**config.mk**
```make
export PLATFORM = sky130hd
export DESIGN_NAME = lower_half_mean_window_filter_unit_flat
export DESIGN_NICKNAME = d
export VERILOG_FILES = /design/src/rtl/lhm_pkg.sv /design/src/rtl/lhm_in_if.sv /design/src/rtl/lhm_out_if.sv /design/src/rtl/lhm_ram.sv /design/src/rtl/lhm_rank_unit.sv /design/src/rtl/lower_half_mean_window_filter_unit.sv /design/src/flat_wrapper.sv
export SDC_FILE = /design/constraint.sdc
export NUM_CORES = 1
export LEC_CHECK = 0
export BUFFER_PORTS_ARGS = -buffer_cell sky130_fd_sc_hd__buf_2
export CAP_MARGIN = 20
export CORE_MARGIN = 2
export CORE_UTILIZATION = 31
export CTS_BUF_LIST = sky130_fd_sc_hd__clkbuf_8
export DETAILED_ROUTE_END_ITERATION = 10
export PLACE_DENSITY = 0.46
export SETUP_SLACK_MARGIN = 0.5
export SLEW_MARGIN = 15
export SYNTH_ARGS = -nofsm -noshare
export SYNTH_HDL_FRONTEND = slang
export SYNTH_HIERARCHICAL = 1
export SYNTH_SLANG_ARGS = --single-unit
```
**constraint.sdc**
```tcl
create_clock -name i_clk -period 5.9 [get_ports i_clk]
set_clock_uncertainty 0.2 [all_clocks]
set_input_delay 0.295 -clock i_clk [delete_from_list [all_inputs] [get_ports i_clk]]
set_output_delay 0.295 -clock i_clk [all_outputs]
set_load 0.01 [all_outputs]
```
**src/rtl/lhm_pkg.sv**
```systemverilog
`timescale 1ns / 1ps
`default_nettype none

package lhm_pkg;

    localparam int CHANNEL_COUNT_DEF = 4;
    localparam int WINDOW_DEPTH_DEF  = 8;
    localparam int SAMPLE_BITS_DEF   = 10;

    localparam int CH_FIELD_W = 2;
    localparam int MASK_W     = 4;
    localparam int OUT_W      = 12;

    localparam logic [MASK_W-1:0] MASK_RESET = 4'd4;

    typedef enum logic [2:0] {
        ST_CLEAR,
        ST_IDLE,
        ST_WRITE,
        ST_RANK,
        ST_DRAIN,
        ST_DIV,
        ST_DONE
    } t_state;

    // per-cycle command from the sequencer to the rank unit
    typedef struct packed {
        logic start;
        logic cmp;
        logic lower_slot;
        logic close;
        logic median;
        logic div_start;
    } t_rank_ctl;

endpackage

`default_nettype wire

```
**src/rtl/lhm_in_if.sv**
```systemverilog
`timescale 1ns / 1ps
`default_nettype none

interface lhm_in_if #(
    parameter int SAMPLE_BITS = lhm_pkg::SAMPLE_BITS_DEF
) ();
    import lhm_pkg::*;

    logic                   valid;
    logic                   ready;
    logic [CH_FIELD_W-1:0]  channel;
    logic [SAMPLE_BITS-1:0] sample;
    logic                   prime;

    modport source (output valid, output channel, output sample, output prime, input ready);
    modport sink   (input valid, input channel, input sample, input prime, output ready);
endinterface

`default_nettype wire

```
**src/rtl/lhm_out_if.sv**
```systemverilog
`timescale 1ns / 1ps
`default_nettype none

interface lhm_out_if ();
    import lhm_pkg::*;

    logic                  valid;
    logic                  ready;
    logic [CH_FIELD_W-1:0] channel_out;
    logic [OUT_W-1:0]      filtered_q2;

    modport source (output valid, output channel_out, output filtered_q2, input ready);
    modport sink   (input valid, input channel_out, input filtered_q2, output ready);
endinterface

`default_nettype wire

```
**src/rtl/lhm_ram.sv**
```systemverilog
`timescale 1ns / 1ps
`default_nettype none

module lhm_ram #(
    parameter  int WIDTH  = 10,
    parameter  int DEPTH  = 36,
    localparam int ADDR_W = (DEPTH > 1) ? $clog2(DEPTH) : 1
) (
    input  wire logic              i_clk,
    input  wire logic              i_we,
    input  wire logic [ADDR_W-1:0] i_waddr,
    input  wire logic [WIDTH-1:0]  i_wdata,
    input  wire logic [ADDR_W-1:0] i_raddr_a,
    input  wire logic [ADDR_W-1:0] i_raddr_b,
    output logic      [WIDTH-1:0]  o_rdata_a,
    output logic      [WIDTH-1:0]  o_rdata_b
);

    logic [WIDTH-1:0] r_mem [DEPTH];
    logic [WIDTH-1:0] r_rdata_a;
    logic [WIDTH-1:0] r_rdata_b;

    always_ff @(posedge i_clk) begin
        if (i_we) begin
            r_mem[i_waddr] <= i_wdata;
        end
        r_rdata_a <= r_mem[i_raddr_a];
        r_rdata_b <= r_mem[i_raddr_b];
    end

    assign o_rdata_a = r_rdata_a;
    assign o_rdata_b = r_rdata_b;

endmodule

`default_nettype wire

```
**src/rtl/lhm_rank_unit.sv**
```systemverilog
`timescale 1ns / 1ps
`default_nettype none

module lhm_rank_unit #(
    parameter int WINDOW_DEPTH = lhm_pkg::WINDOW_DEPTH_DEF,
    parameter int SAMPLE_BITS  = lhm_pkg::SAMPLE_BITS_DEF
) (
    input  wire logic                     i_clk,
    input  wire logic                     i_rst_n,
    input  wire lhm_pkg::t_rank_ctl       i_ctl,
    input  wire logic [SAMPLE_BITS-1:0]   i_vi,
    input  wire logic [SAMPLE_BITS-1:0]   i_vj,
    output logic                          o_div_done,
    output logic [lhm_pkg::OUT_W-1:0]     o_filtered
);
    import lhm_pkg::*;

    localparam int SLOTS  = WINDOW_DEPTH + 1;
    localparam int SLOT_W = $clog2(SLOTS);
    localparam int HALF   = WINDOW_DEPTH / 2;
    localparam int SUM_W  = SAMPLE_BITS + $clog2(HALF + 1);
    localparam int NUM_W  = SUM_W + 3;
    localparam int DIV_L  = $clog2(WINDOW_DEPTH);
    localparam int RCP_SH = NUM_W + DIV_L;
    localparam int RCP_W  = NUM_W + 1;
    localparam int PROD_W = NUM_W + RCP_W;
    localparam longint RCP_VAL = ((longint'(1) << RCP_SH) + longint'(WINDOW_DEPTH) - 1)
                                 / longint'(WINDOW_DEPTH);
    localparam logic [RCP_W-1:0] RCP = RCP_W'(RCP_VAL);
    localparam int MED_W  = SAMPLE_BITS + 2;

    logic [SLOT_W-1:0]      r_cnt;
    logic                   r_div_done;
    logic [SUM_W-1:0]       r_sum;
    logic [SAMPLE_BITS-1:0] r_med;
    logic [NUM_W-1:0]       r_q;

    logic                   w_less;
    logic [SLOT_W-1:0]      w_cnt;
    logic [NUM_W-1:0]       w_num;
    logic [PROD_W-1:0]      w_prod;
    logic [NUM_W-1:0]       w_quot;
    logic [MED_W-1:0]       w_med4;
    logic [OUT_W-1:0]       w_med_sat;
    logic [OUT_W-1:0]       w_mean_sat;

    // equal values rank by slot so the ranks form a permutation
    assign w_less = (i_vj < i_vi) || ((i_vj == i_vi) && i_ctl.lower_slot);
    assign w_cnt  = r_cnt + SLOT_W'(i_ctl.cmp && w_less);

    // divide by the window depth with a reciprocal multiply, exact over the numerator range
    assign w_num  = {r_sum, 3'b000};
    assign w_prod = PROD_W'(w_num) * PROD_W'(RCP);
    assign w_quot = NUM_W'(w_prod >> RCP_SH);

    always_ff @(posedge i_clk) begin
        if (!i_rst_n) begin
            r_cnt      <= '0;
            r_div_done <= 1'b0;
        end else begin
            r_div_done <= i_ctl.div_start;
            if (i_ctl.start || i_ctl.close) begin
                r_cnt <= '0;
            end else if (i_ctl.cmp) begin
                r_cnt <= w_cnt;
            end
        end
    end

    always_ff @(posedge i_clk) begin
        if (i_ctl.start) begin
            r_sum <= '0;
        end else if (i_ctl.close && !i_ctl.median && (w_cnt < SLOT_W'(HALF))) begin
            r_sum <= r_sum + SUM_W'(i_vi);
        end
        if (i_ctl.close && i_ctl.median && (w_cnt == SLOT_W'(HALF))) begin
            r_med <= i_vi;
        end
        if (i_ctl.div_start) begin
            r_q <= w_quot;
        end
    end

    assign w_med4 = {r_med, 2'b00};

    always_comb begin
        if ((w_med4 >> OUT_W) != '0) begin
            w_med_sat = '1;
        end else begin
            w_med_sat = OUT_W'(w_med4);
        end
        if ((r_q >> OUT_W) != '0) begin
            w_mean_sat = '1;
        end else begin
            w_mean_sat = OUT_W'(r_q);
        end
    end

    assign o_filtered = i_ctl.median ? w_med_sat : w_mean_sat;
    assign o_div_done = r_div_done;

endmodule

`default_nettype wire

```
**src/rtl/lower_half_mean_window_filter_unit.sv**
```systemverilog
`timescale 1ns / 1ps
`default_nettype none
// Sequencing: with S = WINDOW_DEPTH + 1 slots, one shared comparator ranks every slot against
//   every other (mean mode leaves out the oldest slot); mean items then add a reciprocal
//   multiply by 8 / WINDOW_DEPTH; prime writes the sample into every slot of the window.
// Throughput: one item at a time; ready again in the cycle after the result enters the output
//   register, which holds it while the next item is taken.
// Reset: synchronous, active low, then a clearing pass over all CHANNEL_COUNT * S entries (36).
module lower_half_mean_window_filter_unit #(
    parameter int CHANNEL_COUNT = lhm_pkg::CHANNEL_COUNT_DEF,
    parameter int WINDOW_DEPTH  = lhm_pkg::WINDOW_DEPTH_DEF,
    parameter int SAMPLE_BITS   = lhm_pkg::SAMPLE_BITS_DEF
) (
    input  wire logic                       i_clk,
    input  wire logic                       i_rst_n,
    input  wire logic                       i_cfg_we,
    input  wire logic [lhm_pkg::MASK_W-1:0] i_cfg_wdata,
    lhm_in_if.sink                          i_in,
    lhm_out_if.source                       o_out
);
    import lhm_pkg::*;

    localparam int SLOTS  = WINDOW_DEPTH + 1;
    localparam int SLOT_W = $clog2(SLOTS);
    localparam int DEPTH  = CHANNEL_COUNT * SLOTS;
    localparam int AW     = $clog2(DEPTH);
    localparam int CH_IW  = (CHANNEL_COUNT > 1) ? $clog2(CHANNEL_COUNT) : 1;

    t_state                 r_state, n_state;
    t_rank_ctl              r_ctl, n_ctl;
    logic [MASK_W-1:0]      r_mask;
    logic [SLOT_W-1:0]      r_wp [CHANNEL_COUNT];
    logic [AW-1:0]          r_clr;
    logic [SLOT_W-1:0]      r_k, n_k;
    logic [SLOT_W-1:0]      r_j, n_j;
    logic [CH_FIELD_W-1:0]  r_ch;
    logic [SAMPLE_BITS-1:0] r_sample;
    logic                   r_prime;
    logic                   r_median;
    logic                   r_zero;
    logic [AW-1:0]          r_base;
    logic [SLOT_W-1:0]      r_pos;
    logic [SLOT_W-1:0]      r_skip;
    logic                   r_out_valid;
    logic [CH_FIELD_W-1:0]  r_out_ch;
    logic [OUT_W-1:0]       r_out_val;

    logic                   w_accept;
    logic                   w_ch_ok;
    logic [CH_IW-1:0]       w_chi;
    logic [SLOT_W-1:0]      w_pos;
    logic [SLOT_W-1:0]      w_pos_next;
    logic                   w_we;
    logic [AW-1:0]          w_waddr;
    logic [SAMPLE_BITS-1:0] w_wdata;
    logic [AW-1:0]          w_ra;
    logic [AW-1:0]          w_rb;
    logic [SAMPLE_BITS-1:0] w_vi;
    logic [SAMPLE_BITS-1:0] w_vj;
    logic                   w_div_done;
    logic [OUT_W-1:0]       w_filtered;
    logic                   w_load_out;
    logic                   w_skip_i;

    assign i_in.ready = (r_state == ST_IDLE);
    assign w_accept   = i_in.valid && i_in.ready;
    assign w_ch_ok    = (32'(i_in.channel) < CHANNEL_COUNT);
    assign w_chi      = CH_IW'(i_in.channel);
    assign w_pos      = r_wp[w_chi];
    assign w_pos_next = (w_pos == SLOT_W'(SLOTS - 1)) ? '0 : (w_pos + SLOT_W'(1));
    assign w_skip_i   = !r_median && (r_k == r_skip);

    always_ff @(posedge i_clk) begin
        if (!i_rst_n) begin
            r_state <= ST_CLEAR;
            r_ctl   <= '0;
        end else begin
            r_state <= n_state;
            r_ctl   <= n_ctl;
        end
    end

    always_comb begin
        n_state          = r_state;
        n_k              = r_k;
        n_j              = r_j;
        n_ctl            = '0;
        n_ctl.median     = r_median;
        w_we             = 1'b0;
        w_waddr          = r_base + AW'(r_pos);
        w_wdata          = r_sample;
        w_ra             = r_base + AW'(r_k);
        w_rb             = r_base + AW'(r_j);
        w_load_out       = 1'b0;
        unique case (r_state)
            ST_CLEAR: begin
                w_we    = 1'b1;
                w_waddr = r_clr;
                w_wdata = '0;
                if (r_clr == AW'(DEPTH - 1)) begin
                    n_state = ST_IDLE;
                end
            end
            ST_IDLE: begin
                if (w_accept) begin
                    n_ctl.start = 1'b1;
                    n_k         = '0;
                    n_state     = w_ch_ok ? ST_WRITE : ST_DONE;
                end
            end
            ST_WRITE: begin
                w_we = 1'b1;
                if (r_prime) begin
                    w_waddr = r_base + AW'(r_k);
                end
                if (!r_prime || (r_k == SLOT_W'(SLOTS - 1))) begin
                    n_k     = '0;
                    n_j     = '0;
                    n_state = ST_RANK;
                end else begin
                    n_k = r_k + SLOT_W'(1);
                end
            end
            ST_RANK: begin
                // mean mode leaves out the oldest slot on both sides
                n_ctl.cmp        = !w_skip_i && !(!r_median && (r_j == r_skip));
                n_ctl.lower_slot = (r_j < r_k);
                n_ctl.close      = (r_j == SLOT_W'(SLOTS - 1)) && !w_skip_i;
                if (r_j == SLOT_W'(SLOTS - 1)) begin
                    n_j = '0;
                    if (r_k == SLOT_W'(SLOTS - 1)) begin
                        n_state = ST_DRAIN;
                    end else begin
                        n_k = r_k + SLOT_W'(1);
                    end
                end else begin
                    n_j = r_j + SLOT_W'(1);
                end
            end
            ST_DRAIN: begin
                n_ctl.div_start = !r_median;
                n_state         = r_median ? ST_DONE : ST_DIV;
            end
            ST_DIV: begin
                if (w_div_done) begin
                    n_state = ST_DONE;
                end
            end
            ST_DONE: begin
                if (!r_out_valid || o_out.ready) begin
                    w_load_out = 1'b1;
                    n_state    = ST_IDLE;
                end
            end
            default: begin
                n_state = ST_IDLE;
            end
        endcase
    end

    always_ff @(posedge i_clk) begin
        if (!i_rst_n) begin
            r_mask      <= MASK_RESET;
            r_clr       <= '0;
            r_out_valid <= 1'b0;
            for (int c = 0; c < CHANNEL_COUNT; c++) begin
                r_wp[c] <= '0;
            end
        end else begin
            if (i_cfg_we) begin
                r_mask <= i_cfg_wdata;
            end
            if (r_state == ST_CLEAR) begin
                r_clr <= r_clr + AW'(1);
            end
            if (w_accept && w_ch_ok && !i_in.prime) begin
                r_wp[w_chi] <= w_pos_next;
            end
            if (w_load_out) begin
                r_out_valid <= 1'b1;
            end else if (o_out.ready) begin
                r_out_valid <= 1'b0;
            end
        end
    end

    always_ff @(posedge i_clk) begin
        r_k <= n_k;
        r_j <= n_j;
        if (w_accept) begin
            r_ch     <= i_in.channel;
            r_sample <= i_in.sample;
            r_prime  <= i_in.prime;
            r_median <= r_mask[i_in.channel];
            r_zero   <= !w_ch_ok;
            r_base   <= AW'(w_chi) * AW'(SLOTS);
            r_pos    <= w_pos;
            r_skip   <= i_in.prime ? w_pos : w_pos_next;
        end
        if (w_load_out) begin
            r_out_ch  <= r_ch;
            r_out_val <= r_zero ? '0 : w_filtered;
        end
    end

    lhm_ram #(
        .WIDTH (SAMPLE_BITS),
        .DEPTH (DEPTH)
    ) u_window (
        .i_clk     (i_clk),
        .i_we      (w_we),
        .i_waddr   (w_waddr),
        .i_wdata   (w_wdata),
        .i_raddr_a (w_ra),
        .i_raddr_b (w_rb),
        .o_rdata_a (w_vi),
        .o_rdata_b (w_vj)
    );

    lhm_rank_unit #(
        .WINDOW_DEPTH (WINDOW_DEPTH),
        .SAMPLE_BITS  (SAMPLE_BITS)
    ) u_rank (
        .i_clk      (i_clk),
        .i_rst_n    (i_rst_n),
        .i_ctl      (r_ctl),
        .i_vi       (w_vi),
        .i_vj       (w_vj),
        .o_div_done (w_div_done),
        .o_filtered (w_filtered)
    );

    assign o_out.valid       = r_out_valid;
    assign o_out.channel_out = r_out_ch;
    assign o_out.filtered_q2 = r_out_val;

    a_accept_leaves_idle: assert property (@(posedge i_clk) disable iff (!i_rst_n)
        w_accept |=> (r_state != ST_IDLE))
        else $error("item accepted but sequencer stayed idle");

    a_div_done_in_div: assert property (@(posedge i_clk) disable iff (!i_rst_n)
        w_div_done |-> (r_state == ST_DIV))
        else $error("divide finished outside the divide state");

    a_out_from_done: assert property (@(posedge i_clk) disable iff (!i_rst_n)
        $rose(r_out_valid) |-> ($past(r_state) == ST_DONE))
        else $error("result loaded without a finished item");

endmodule

`default_nettype wire
```
**src/flat_wrapper.sv**
```systemverilog
// flat-port wrapper written by rule: the top's interface ports become plain ports
module lower_half_mean_window_filter_unit_flat import lhm_pkg::*;
#(
    parameter int CHANNEL_COUNT = lhm_pkg::CHANNEL_COUNT_DEF,
    parameter int WINDOW_DEPTH  = lhm_pkg::WINDOW_DEPTH_DEF,
    parameter int SAMPLE_BITS   = lhm_pkg::SAMPLE_BITS_DEF
)
  (i_clk, i_rst_n, i_cfg_we, i_cfg_wdata, i_in_valid, i_in_channel, i_in_sample, i_in_prime, i_in_ready, o_out_valid, o_out_channel_out, o_out_filtered_q2, o_out_ready);
  lhm_in_if #(.SAMPLE_BITS(SAMPLE_BITS)) i_in_i ();
  lhm_out_if o_out_i ();
  input  wire logic i_clk;
  input  wire logic i_rst_n;
  input  wire logic i_cfg_we;
  input  wire logic [lhm_pkg::MASK_W-1:0] i_cfg_wdata;
  input wire logic [$bits(i_in_i.valid)-1:0] i_in_valid;
  input wire logic [$bits(i_in_i.channel)-1:0] i_in_channel;
  input wire logic [$bits(i_in_i.sample)-1:0] i_in_sample;
  input wire logic [$bits(i_in_i.prime)-1:0] i_in_prime;
  output wire logic [$bits(i_in_i.ready)-1:0] i_in_ready;
  output wire logic [$bits(o_out_i.valid)-1:0] o_out_valid;
  output wire logic [$bits(o_out_i.channel_out)-1:0] o_out_channel_out;
  output wire logic [$bits(o_out_i.filtered_q2)-1:0] o_out_filtered_q2;
  input wire logic [$bits(o_out_i.ready)-1:0] o_out_ready;
  assign i_in_i.valid = i_in_valid;
  assign i_in_i.channel = i_in_channel;
  assign i_in_i.sample = i_in_sample;
  assign i_in_i.prime = i_in_prime;
  assign i_in_ready = i_in_i.ready;
  assign o_out_valid = o_out_i.valid;
  assign o_out_channel_out = o_out_i.channel_out;
  assign o_out_filtered_q2 = o_out_i.filtered_q2;
  assign o_out_i.ready = o_out_ready;
  lower_half_mean_window_filter_unit #(.CHANNEL_COUNT(CHANNEL_COUNT), .WINDOW_DEPTH(WINDOW_DEPTH), .SAMPLE_BITS(SAMPLE_BITS)) u_core (.i_clk(i_clk), .i_rst_n(i_rst_n), .i_cfg_we(i_cfg_we), .i_cfg_wdata(i_cfg_wdata), .i_in(i_in_i), .o_out(o_out_i));
endmodule
```
Word-level counts from Yosys, hierarchy flattened
Memories as Yosys holds them, arrays and structs flattened. A register that Yosys moved wholly into a read port is not among the register bits.
Cells that the tools add are included.
{"block": "classes", "add_sub_neg": 9, "mul": 1, "n_lt_le_gt_ge": 4, "n_eq_ne": 22, "n_mux": 41, "n_bitwise": 1, "n_reduce_logical": 36}
{"operator": "2-to-1 mux 4 bit", "count": 9}
{"operator": "2-to-1 mux 12 bit", "count": 2}
{"operator": "2-to-1 mux 3 bit", "count": 7}
{"operator": "case mux 3 bit (7 select lines)", "count": 1}
{"operator": "adder 6 x 4 -> 6 bit", "count": 3}
{"operator": "2-to-1 mux 1 bit", "count": 14}
{"operator": "adder 13 x 10 -> 13 bit", "count": 1}
{"operator": "adder 4 x 1 -> 4 bit, second input constant", "count": 3}
{"operator": "== test 4 bit, second input constant", "count": 3}
{"operator": "logical AND 1 bit", "count": 12}
{"operator": "case mux 4 bit (3 select lines)", "count": 1}
{"operator": "case mux 6 bit (2 select lines)", "count": 1}
{"operator": "== test 10 bit", "count": 1}
{"operator": "< comparator 10 bit", "count": 1}
{"operator": "2-to-1 mux 10 bit", "count": 1}
{"operator": "!= test 2 x 1 -> 1 bit, second input constant", "count": 5}
{"operator": "== test 3 bit, second input constant", "count": 3}
{"operator": "== test 4 bit", "count": 2}
{"operator": "case mux 4 bit (2 select lines)", "count": 1}
{"operator": "AND reduction 2 bit", "count": 4}
{"operator": "zero test 1 bit", "count": 7}
{"operator": "AND reduction 7 bit", "count": 1}
{"operator": "adder 6 x 1 -> 6 bit, second input constant", "count": 1}
{"operator": "== test 3 x 2 -> 1 bit, second input constant", "count": 2}
{"operator": "other kinds (20)", "count": 28}
{"block": "totals", "reg_bits": 111, "ram_bits": 376, "inputBits": 22, "out_inout_bits": 16, "wordCells": 143, "n_memories": 2}
{"name": "u_core.u_window.r_mem", "words": 36, "width": 10, "read_ports": 2, "rd_ports_with_merged_regs": 2, "write_ports": 1, "line": "lhm_ram.sv:19", "rtl": "logic [WIDTH-1:0] r_mem [DEPTH];"}
{"name": "u_core.r_wp", "words": 4, "width": 4, "read_ports": 1, "rd_ports_with_merged_regs": 0, "write_ports": 4, "line": "lower_half_mean_window_filter_unit.sv:32", "rtl": "logic [SLOT_W-1:0] r_wp [CHANNEL_COUNT];"}

Depth between registers and ports, before layout
Gate-level depths: netlist of run 1.
{"block": "depth", "ltp_word": 8, "mapped_depth": 15, "mapped_depth_nobuf": 14}

Hierarchy
Netlist of run 1, hierarchy kept.
{"module": "lhm_ram", "instances": 1, "cells_per_inst": 1137, "area_each_um2": 18067.3}
{"module": "lower_half_mean_window_filter_unit", "instances": 1, "cells_per_inst": 360, "area_each_um2": 4112.7}
{"module": "lhm_rank_unit", "instances": 1, "cells_per_inst": 246, "area_each_um2": 2397.3}

Worst setup path before layout of run 1
OpenSTA, ideal clock, no wires.
{"block": "synth_timing", "kind": "flip-flop to flip-flop", "startpoint": "register u_core.u_window.r_rdata_a[1], in the netlist u_core/u_window/o_rdata_a[1] (read register of u_core.u_window.r_mem)", "endpoint": "register u_core.u_rank.r_med[0] (enable)", "setup_ns": 0.393, "t_arrival_ns": 3.058, "required_time_ns": 5.307, "path_slack_ns": 2.249, "stages_incl_launch_ff": 13, "path_buffers": 0, "cell_sequence": "dfxtp_1 inv_1 ha_1 nor2b_1 o21a_1 o21ai_0 a211oi_1 o21ai_0 ha_1 ha_1 xor2_1 nand3_1 a211oi_1"}
{"block": "synth_between", "elab_chain_cells": 7, "elab_cells_between_ends": 8, "cone_classes": "add/sub (1); order compare (1); eq/ne (2); reduce/logical (4)"}
{"element": "start, declared", "line": "lhm_ram.sv:20", "rtl": "logic [WIDTH-1:0] r_rdata_a;"}
{"element": "parallel branches: the longest is 2 deep, another holds < comparator 10 bit"}
{"element": "logical OR 1 bit *", "line": "lhm_rank_unit.sv:48", "rtl": "assign w_less = (i_vj < i_vi) || ((i_vj == i_vi) && i_ctl.lower_slot);"}
{"element": "logical AND 1 bit *", "line": "lhm_rank_unit.sv:49", "rtl": "assign w_cnt = r_cnt + SLOT_W'(i_ctl.cmp && w_less);"}
{"element": "adder 4 x 1 -> 4 bit *", "line": "lhm_rank_unit.sv:49"}
{"element": "== test 4 x 3 -> 1 bit *", "line": "lhm_rank_unit.sv:76", "rtl": "if (i_ctl.close && i_ctl.median && (w_cnt == SLOT_W'(HALF))) begin"}
{"element": "logical AND 1 bit *", "line": "lhm_rank_unit.sv:76"}
{"element": "end signal, assigned", "line": "lhm_rank_unit.sv:77", "rtl": "r_med <= i_vi;"}
{"element": "end, declared", "line": "lhm_rank_unit.sv:35", "rtl": "logic [SAMPLE_BITS-1:0] r_med;"}
Every way passes the cells marked *.
A chain may end at the register's enable or synchronous reset.

==> tab_implementation.tex, run 1 <==
\begin{tabular}{lr}
\hline
Metric & Value \\
\hline
\multicolumn{2}{l}{\textbf{Outcome}} \\
\quad Outcome & complete, no violations \\
\multicolumn{2}{l}{\textbf{Global routing}} \\
\quad Met1 Resource Use GR & 0.245 \\
\quad Maximum number of pins on one net before global-route repair & 116 \\
\quad Number of global-route vias before repair & 15725 \\
\quad Total routing resource utilization after global routing & 0.177 \\
\quad Met2 Use GR & 0.283 \\
\quad Met3 Use GR & 0.0289 \\
\quad Antenna violations before repair & 1 \\
\quad Grt peak-use layer & met2 \\
\quad Wire length of the first global-routing pass & roughly 110000 um \\
\quad GRT overflow & 0 \\
\multicolumn{2}{l}{\textbf{Clock tree}} \\
\quad Cell at the root of the clock tree & clkbuf\_8 \\
\quad CTS tree & yes \\
\quad CTS Buf Count & 90 \\
\quad Number of gates resized after CTS & 0 \\
\quad Clock-pin slew on the worst setup and hold paths & 0.06 ns \\
\quad Number of sinks handled by clock tree synthesis & 501 \\
\quad H-tree level count & 3 \\
\quad Buffer levels on the longest clock path & 3 \\
\quad Clk\_lat worst skew & 0.68 ns \\
\multicolumn{2}{l}{\textbf{Power}} \\
\quad Power density of the placed cells & 421 nW/um\^{}2 \\
\quad Static Leak & about 10 nW \\
\quad Total design power & $\sim$12 mW \\
\quad Worst-case vdd ir drop & about 0.00023 V \\
\multicolumn{2}{l}{\textbf{Route}} \\
\quad First-pass detailed-route iteration total & 5 \\
\quad Antenna-violating nets left & 0 \\
\quad Avg WL per Cell & 24.6 um \\
\quad Number of vias in the routed layout & between 15000 and 20000 \\
\quad DRC viols & 0 \\
\quad Total wire length & 73200 um \\
\quad Via-per-instance ratio & 5.23 \\
\quad DRC violation total after the first TritonRoute iteration & 1325 \\
\multicolumn{2}{l}{\textbf{Timing}} \\
\quad Number of failing hold endpoints at the final stage & 0 \\
\quad Fin Setup TNS & 0 ns \\
\quad Least setup slack across all paths after layout & approximately 1.4 ns \\
\quad Fmax & 220 MHz \\
\quad Setup repair after global routing missed its margin & false \\
\quad Fin crit share & 0.769 \\
\quad Final period demand of the worst path & 4.54 ns \\
\quad Measured slew at the worst slew-check pin & 1.11 ns \\
\quad Max-slew violation count & 0 \\
\quad Headroom to the max-slew limit & 0.260 \\
\quad Number of endpoints failing setup at the final stage & 0 \\
\multicolumn{2}{l}{\textbf{Critical path}} \\
\quad Startpoint kind of the worst setup timing path & flip-flop \\
\quad Data arrival at the endpoint of the critical path & between 4 and 5 ns \\
\quad R2R cell count & 7 \\
\quad Critical Path RT & 5.99 ns \\
\quad Sort of element at the end of the critical path & flip-flop \\
\quad Critical path type & reg -> reg \\
\quad Worst-path fanout max & 15 \\
\multicolumn{2}{l}{\textbf{Yosys}} \\
\quad Prevailing post-synth register cell & edfxtp\_1 \\
\quad Proportion of synthesized flip-flops having asynchronous set or reset & 0 \\
\quad Syn nets & 1812 \\
\quad Post-Synthesis Mean Instance Area & $\sim$14 um\^{}2 \\
\quad Share of synthesized area occupied by flip-flops and latches & 0.589 \\
\quad Syn. warnings & 6 \\
\quad Post-synth EDFFs & 443 \\
\quad Cell count after synthesis & 1743 \\
\quad FF+latch count, synth & 501 \\
\quad Count of distinct cell types in the synthesized netlist & 75 \\
\quad Synthesized cell area & $\sim$25000 um\^{}2 \\
\multicolumn{2}{l}{\textbf{Final layout}} \\
\quad Syn-to-layout area delta & 13.5\% \\
\quad Commonest non-fill, non-tap cell in the layout & edfxtp\_1 \\
\quad Non-filler cells in the finished layout & slightly below 3000 \\
\quad Final core area utilization & 0.354 \\
\quad Commonest cells after routing, fill and taps aside & 443 x edfxtp\_1, 327 x mux2i\_1, 103 x nor2\_1 \\
\quad Share of post-route cells with drive strength above 1 & 0.174 \\
\quad Final Net Count & 1914 \\
\multicolumn{2}{l}{\textbf{Placed design}} \\
\quad Instance count after placement with tap cells included & between 2000 and 3000 \\
\quad Port-buffer cells & 37 \\
\quad Placed wire-length estimate & about 48000 um \\
\quad Dpl ws & 1.44 ns \\
\quad Last weighted congestion value of the routability-driven placer & 0.843 \\
\multicolumn{2}{l}{\textbf{Worst hold path}} \\
\quad Class of the worst hold path & in -> reg \\
\quad Hold path depth & 2 \\
\multicolumn{2}{l}{\textbf{Die}} \\
\quad Number of rows in the core area & between 100 and 150 \\
\quad Horizontal die dimension & 286 um \\
\quad Die outline height & 286 um \\
\quad Starting density of the core & 0.312 \\
\quad Placeable core region & roughly 80000 um\^{}2 \\
\quad Number of top-level design ports & 38 \\
\quad Die area & 81600 um\^{}2 \\
\multicolumn{2}{l}{\textbf{Run}} \\
\quad Max-capacitance violation count & 0 \\
\hline
\end{tabular}
[through the flow]
stage / hold slack [ns] / cell area, um^2
floorplan: 0.194 / 24600
global placement: 0.237 / 25800
finish: 0.140 / 27900
global route: 0.114 / 27900
CTS: 0.0786 / 27800
detailed placement: 0.237 / 25900
[power by group]
group          switching, mW  internal (mW)  total (mW)
Clock                   1.47           1.67        3.14
Combinational           2.56           1.28        3.84
Sequential             0.264           4.51        4.77
[synth_stat cells (20+ instances only)]
cell | n | area [um^2]
edfxtp_1 | 443 | 13300
mux2i_1 | 327 | 3270
nor2_1 | 109 | 409
a22oi_1 | 80 | 601
nand2_1 | 75 | 282
a21oi_1 | 68 | 340
dfxtp_1 | 58 | 1160
ha_1 | 43 | 538
clkbuf_1 | 42 | 158
a22o_1 | 40 | 350
inv_1 | 39 | 146
a221oi_2 | 37 | 556
o21ai_0 | 35 | 175
o22ai_1 | 27 | 169
mux4_2 | 24 | 541
nor2b_1 | 24 | 150
buf_4 | 20 | 150
o41ai_2 | 20 | 325
[flip-flops by register name, summed over array words and instances, names as in the netlist, 6 cells and up]
| register | count |
|---|---|
| u_core/u_window/r_mem | 360 |
| u_core/u_rank/r_med | 10 |
| u_core/r_wp | 16 |
| u_core/r_sample | 10 |
| u_core/u_window/o_rdata_b | 10 |
| u_core/u_rank/r_q | 13 |
| u_core/u_rank/r_sum | 13 |
| u_core/u_window/o_rdata_a | 10 |
| u_core/o_out.filtered_q2 | 12 |
| u_core/r_ctl | 6 |
| u_core/r_clr | 6 |
[cell families after synthesis]
group	after synthesis	synth area share
muxes	357	0.159
and+or+nand+nor	304	0.0607
AOI/OAI and AO/OA	358	0.120
xor gates and xnor gates	29	0.0103
adders and majority gates	47	0.0251
DFF	501	0.589
buffers and inverters	147	0.0359
[worst paths after layout]
check	start	endpoint	slack (ns)
max reg2reg	u_core/r_ch[0]$_DFFE_PN_	u_core/u_window/r_mem[19][5]$_DFFE_PP_	1.36
max	u_core/r_ch[0]$_DFFE_PN_	u_core/u_window/r_mem[19][5]$_DFFE_PP_	1.36
min	i_in_sample[6]	u_core/r_sample[6]$_DFFE_PN_	0.14
min reg2reg	u_core/u_rank/r_sum[12]$_SDFFE_PP0P_	u_core/u_rank/r_q[12]$_DFFE_PP_	0.26
[metal layers]
metal	up-vias	part of all wire
met1	7947	0.46
met5	-	0
li1	7064	-
met4	0	0.023
met2	420	0.47
met3	103	0.050
[final cells by class]
type	count	area [um^2]
Fill cell	7548	50900
Sequential cell	501	14500
Multi-Input combinational cell	1095	9350
Tap cell	1050	1310
Clock buffer	95	1310
Timing Repair Buffer	118	888
Clock inverter	72	414
Inverter	39	146
Antenna cell	1	2.50
[timing repair]
action / in CTS / in global routing
hold endpoints to repair: 58 / 0
endpoints found under the setup margin: 0 / 0
setup buffers: 0 / 0
hold buffers: 25 / 0
[worst max-delay path: stages, from the launching register on]
cell      delay, ns
edfxtp_1       0.56
ha_4           0.24
fa_1           1.13
o22ai_1        0.13
a21oi_1        0.35
nor2b_1        0.33
nand3_1        0.38
nor2_1         0.83
(Power assumes the default switching activity.)
==> run 2: changes to the inputs <==
--- a/config.mk
+++ b/config.mk
@@ -5,13 +5,14 @@
 export SDC_FILE = /design/constraint.sdc
 export NUM_CORES = 1
 export LEC_CHECK = 0
+export ABC_AREA = 1
 export BUFFER_PORTS_ARGS = -buffer_cell sky130_fd_sc_hd__buf_2
 export CAP_MARGIN = 20
 export CORE_MARGIN = 2
 export CORE_UTILIZATION = 31
 export CTS_BUF_LIST = sky130_fd_sc_hd__clkbuf_8
 export DETAILED_ROUTE_END_ITERATION = 10
-export PLACE_DENSITY = 0.46
+export PLACE_DENSITY = 0.48
 export SETUP_SLACK_MARGIN = 0.5
 export SLEW_MARGIN = 15
 export SYNTH_ARGS = -nofsm -noshare
==> constraint.sdc (replaced) <==
create_clock -name i_clk -period 3.65 [get_ports i_clk]
set_clock_uncertainty 0.2 [all_clocks]
set_input_delay 0.1825 -clock i_clk [delete_from_list [all_inputs] [get_ports i_clk]]
set_output_delay 0.1825 -clock i_clk [all_outputs]
set_load 0.01 [all_outputs]
==> run 2 against run 1 <==
  * Global-route usage up 3.0 points
  * Combinational power grew to 3.0 times the previous value
  * Fmax up 46%
  * Hold slack got worse by 0.016 ns
  * Clock power grew 79%
  * Sequential cell count unchanged
  * Final cell count is 38% higher
  * Core utilization up 1.7 points
  * Critical path depth increased by 3
==> tab_implementation.tex, run 2 <==
\begin{tabular}{lr}
\hline
Metric & Value \\
\hline
\multicolumn{2}{l}{\textbf{Outcome}} \\
\quad Outcome & complete, no violations \\
\multicolumn{2}{l}{\textbf{Die}} \\
\quad Die outline height & 289 um (+1.2\%) \\
\quad Placeable core region & 80400 um\^{}2 (+2.1\%) \\
\quad Number of top-level design ports & 38 (unchanged) \\
\quad Starting density of the core & 0.313 (+0.00103) \\
\quad Number of rows in the core area & 104 (+0.97\%) \\
\quad Horizontal die dimension & 289 um (+1.2\%) \\
\quad Die area & 83500 um\^{}2 (+2.4\%) \\
\multicolumn{2}{l}{\textbf{Worst hold path}} \\
\quad Class of the worst hold path & in -> reg \\
\multicolumn{2}{l}{\textbf{Route}} \\
\quad Avg WL per Cell & 22.1 um (-10\%) \\
\quad First-pass detailed-route iteration total & 6 (+1) \\
\quad Number of vias in the routed layout & 21440 (+38\%) \\
\quad Antenna-violating nets left & 0 (unchanged) \\
\quad Via-per-instance ratio & 5.22 (-0.25\%) \\
\quad Total wire length & 90800 um (+24\%) \\
\quad DRC violation total after the first TritonRoute iteration & 2698 (+100\%) \\
\quad DRC viols & 0 (unchanged) \\
\multicolumn{2}{l}{\textbf{Clock tree}} \\
\quad Number of sinks handled by clock tree synthesis & 501 (unchanged) \\
\quad Cell at the root of the clock tree & clkbuf\_8 \\
\quad Buffer levels on the longest clock path & 3 (unchanged) \\
\quad H-tree level count & 3 (unchanged) \\
\quad CTS tree & yes \\
\quad CTS Buf Count & 90 (unchanged) \\
\quad Clk\_lat worst skew & 0.71 ns (+0.03 ns) \\
\quad Clock-pin slew on the worst setup and hold paths & 0.06 ns (about the same) \\
\multicolumn{2}{l}{\textbf{Timing}} \\
\quad Fin crit share & 0.854 (+0.0851) \\
\quad Number of endpoints failing setup at the final stage & 0 (unchanged) \\
\quad Least setup slack across all paths after layout & 0.533 ns (-0.831 ns) \\
\quad Max-slew violation count & 0 (unchanged) \\
\quad Setup repair after global routing missed its margin & true \\
\quad Fmax & 321 MHz (+46\%) \\
\quad Measured slew at the worst slew-check pin & 0.789 ns (-0.317 ns) \\
\quad Number of failing hold endpoints at the final stage & 0 (unchanged) \\
\quad Headroom to the max-slew limit & 0.474 (+0.213) \\
\quad Fin Setup TNS & 0 ns (unchanged) \\
\quad Final period demand of the worst path & 3.12 ns (-1.42 ns) \\
\quad Fin Hold WS & 0.124 ns (-0.0157 ns) \\
\multicolumn{2}{l}{\textbf{Final layout}} \\
\quad Commonest cells after routing, fill and taps aside & 997 x nand2\_1, 596 x nand3\_1, 443 x edfxtp\_1 \\
\quad Final standard cell area without fillers & 29900 um\^{}2 (+7.2\%) \\
\quad Final Net Count & 3044 (+59\%) \\
\quad Flip-flop and latch area & 14500 um\^{}2 (+0.14\%) \\
\quad Final core area utilization & 0.372 (+0.0175) \\
\quad Footprint of the multi-input gates & 9570 um\^{}2 (+2.4\%) \\
\quad Share of post-route cells with drive strength above 1 & 0.124 (-0.0505) \\
\quad Commonest non-fill, non-tap cell in the layout & nand2\_1 \\
\quad Top flop regs & u\_core/u\_window/r\_mem x360, u\_core/r\_wp x16 \\
\quad Flip-flop count of the largest register after layout & 360 (unchanged) \\
\quad Largest register by flop count & u\_core/u\_window/r\_mem \\
\quad Fillers & 8126 (+7.7\%) \\
\quad Syn-to-layout area delta & 18.7\% \\
\quad Non-filler cells in the finished layout & 4111 (+38\%) \\
\multicolumn{2}{l}{\textbf{Placed design}} \\
\quad Placed wire-length estimate & 56800 um (+19\%) \\
\quad Instance count after placement with tap cells included & 3879 (+40\%) \\
\quad Dpl ws & 0.324 ns (-1.11 ns) \\
\quad Port-buffer cells & 37 (unchanged) \\
\quad Last weighted congestion value of the routability-driven placer & 0.897 (+6.4\%) \\
\quad Placed standard-cell area & 27000 um\^{}2 (+4.3\%) \\
\multicolumn{2}{l}{\textbf{Critical path}} \\
\quad Critical Path RT & 3.86 ns (-2.13 ns) \\
\quad Startpoint kind of the worst setup timing path & flip-flop \\
\quad Data arrival at the endpoint of the critical path & 3.33 ns (-1.30 ns) \\
\quad Worst-path fanout max & 5 (-10) \\
\quad Sort of element at the end of the critical path & flip-flop \\
\quad Critical path type & reg -> reg \\
\multicolumn{2}{l}{\textbf{Yosys}} \\
\quad Leading cell types by total area after synthesis & edfxtp\_1 53\%, nand2\_1 15\%, nand3\_1 12\% \\
\quad Portion of synthesized cell area occupied by the leading cell type & 0.528 (-0.0130) \\
\quad Count of distinct cell types in the synthesized netlist & 45 (-40\%) \\
\quad Syn nets & 2905 (+60\%) \\
\quad Post-Synthesis Mean Instance Area & 8.88 um\^{}2 (-37\%) \\
\quad Most frequently used cell type in the post-synthesis netlist & nand2\_1 \\
\quad Synthesized cell area & 25200 um\^{}2 (+2.5\%) \\
\quad Synth area leader & edfxtp\_1 \\
\quad Cell count after synthesis & 2836 (+63\%) \\
\quad Post-synth EDFFs & 443 (unchanged) \\
\quad FF+latch count, synth & 501 (unchanged) \\
\quad Proportion of synthesized flip-flops having asynchronous set or reset & 0 (unchanged) \\
\quad Syn. warnings & 6 (unchanged) \\
\quad Share of synthesized area occupied by flip-flops and latches & 0.574 (-0.0142) \\
\quad Top cell types by occurrence after synthesis & 1001 x nand2\_1, 601 x nand3\_1, 443 x edfxtp\_1 \\
\quad Prevailing post-synth register cell & edfxtp\_1 \\
\multicolumn{2}{l}{\textbf{Global routing}} \\
\quad Number of global-route vias before repair & 20412 (+30\%) \\
\quad GRT overflow & 0 (unchanged) \\
\quad Wire length of the first global-routing pass & 129000 um (+22\%) \\
\quad Maximum number of pins on one net before global-route repair & 75 (-35\%) \\
\quad Antenna violations before repair & 2 (+1) \\
\quad Total routing resource utilization after global routing & 0.207 (+0.0299) \\
\multicolumn{2}{l}{\textbf{Power}} \\
\quad Power density of the placed cells & 849 nW/um\^{}2 (+100\%) \\
\quad Total design power & 25.4 mW (+120\%) \\
\quad Static Leak & 12.1 nW (+17\%) \\
\quad Worst-case vdd ir drop & 0.000439 V (+91\%) \\
\multicolumn{2}{l}{\textbf{Run}} \\
\quad Max-capacitance violation count & 0 (unchanged) \\
\hline
\end{tabular}
run 2: changes by cell type after synthesis, moves of 25 or more:
cell / previous run / this run
nand2_1: 75 / 1001
nand3_1: 19 / 601
mux2i_1: 327 / 0
inv_1: 39 / 122
a22oi_1: 80 / 1
nor2_1: 109 / 160
a22o_1: 40 / 0
buf_2: 10 / 50
a221oi_2: 37 / 0
o21ai_0: 35 / 71
o22ai_1: 27 / 2
run 2: kinds of logic after synthesis:
kind of cell | share of synthesized area
xor+xnor | 0.00730
fa+ha+maj | 0.0245
flops | 0.574
simple gates | 0.304
compound gates | 0.0349
buf+inv | 0.0546
run 2: timing repair:
item	in CTS	in global routing
setup buffers	3	7
endpoints found under the setup margin	357	380
gates cloned	1	14
gates resized for setup	9	83
hold buffers	39	0
endpoints found under the hold margin	115	0
pin swaps	0	6
run 2: where the power goes:
group | total [mW] | internal, mW | switching, mW
sequential | 8.23 | 7.69 | 0.538
clock | 5.63 | 3.12 | 2.51
combinational | 11.5 | 3.31 | 8.19
total | 25.4 | 14.1 | 11.2
run 2: per-layer routing:
layer | vias up | track usage | wire length [um]
met1 | 10360 | 0.274 | 38000
met5 | - | 0 | 0
met3 | 175 | 0.0315 | 6880
met4 | 0 | 0.0830 | 3030
li1 | 9920 | - | -
met2 | 985 | 0.340 | 42800
run 2: critical path, cell delays in order, from the launching register on:
cell	delay [ns]
edfxtp_1	0.46
ha_4	0.21
fa_4	0.85
a32oi_2	0.13
nand2_2	0.17
inv_2	0.07
nor2_2	0.14
nand3_1	0.12
buf_4	0.18
nor2_4	0.15
buf_6	0.17
run 2: final timing paths:
kind	slack, ns	cells after the start	to	from
setup reg to reg	0.53	10	u_core/u_window/r_mem[10][6]$_DFFE_PP_	u_core/r_ch[0]$_DFFE_PN_
hold reg to reg	0.26	0	u_core/u_rank/r_q[12]$_DFFE_PP_	u_core/u_rank/r_sum[12]$_SDFFE_PP0P_
hold / removal	0.12	2	u_core/r_prime$_DFFE_PN_	i_in_prime
setup / recovery	0.53	10	u_core/u_window/r_mem[10][6]$_DFFE_PP_	u_core/r_ch[0]$_DFFE_PN_
run 2: layout make-up:
type                    count  share of cell area
flip-flops and latches    501               0.485
multi-input cells        2038               0.320
repair buffers            208              0.0690
clock buffers              97              0.0447
well taps                1060              0.0444
clock inverters            70              0.0189
inverters                 136              0.0180
diodes                      1           0.0000837
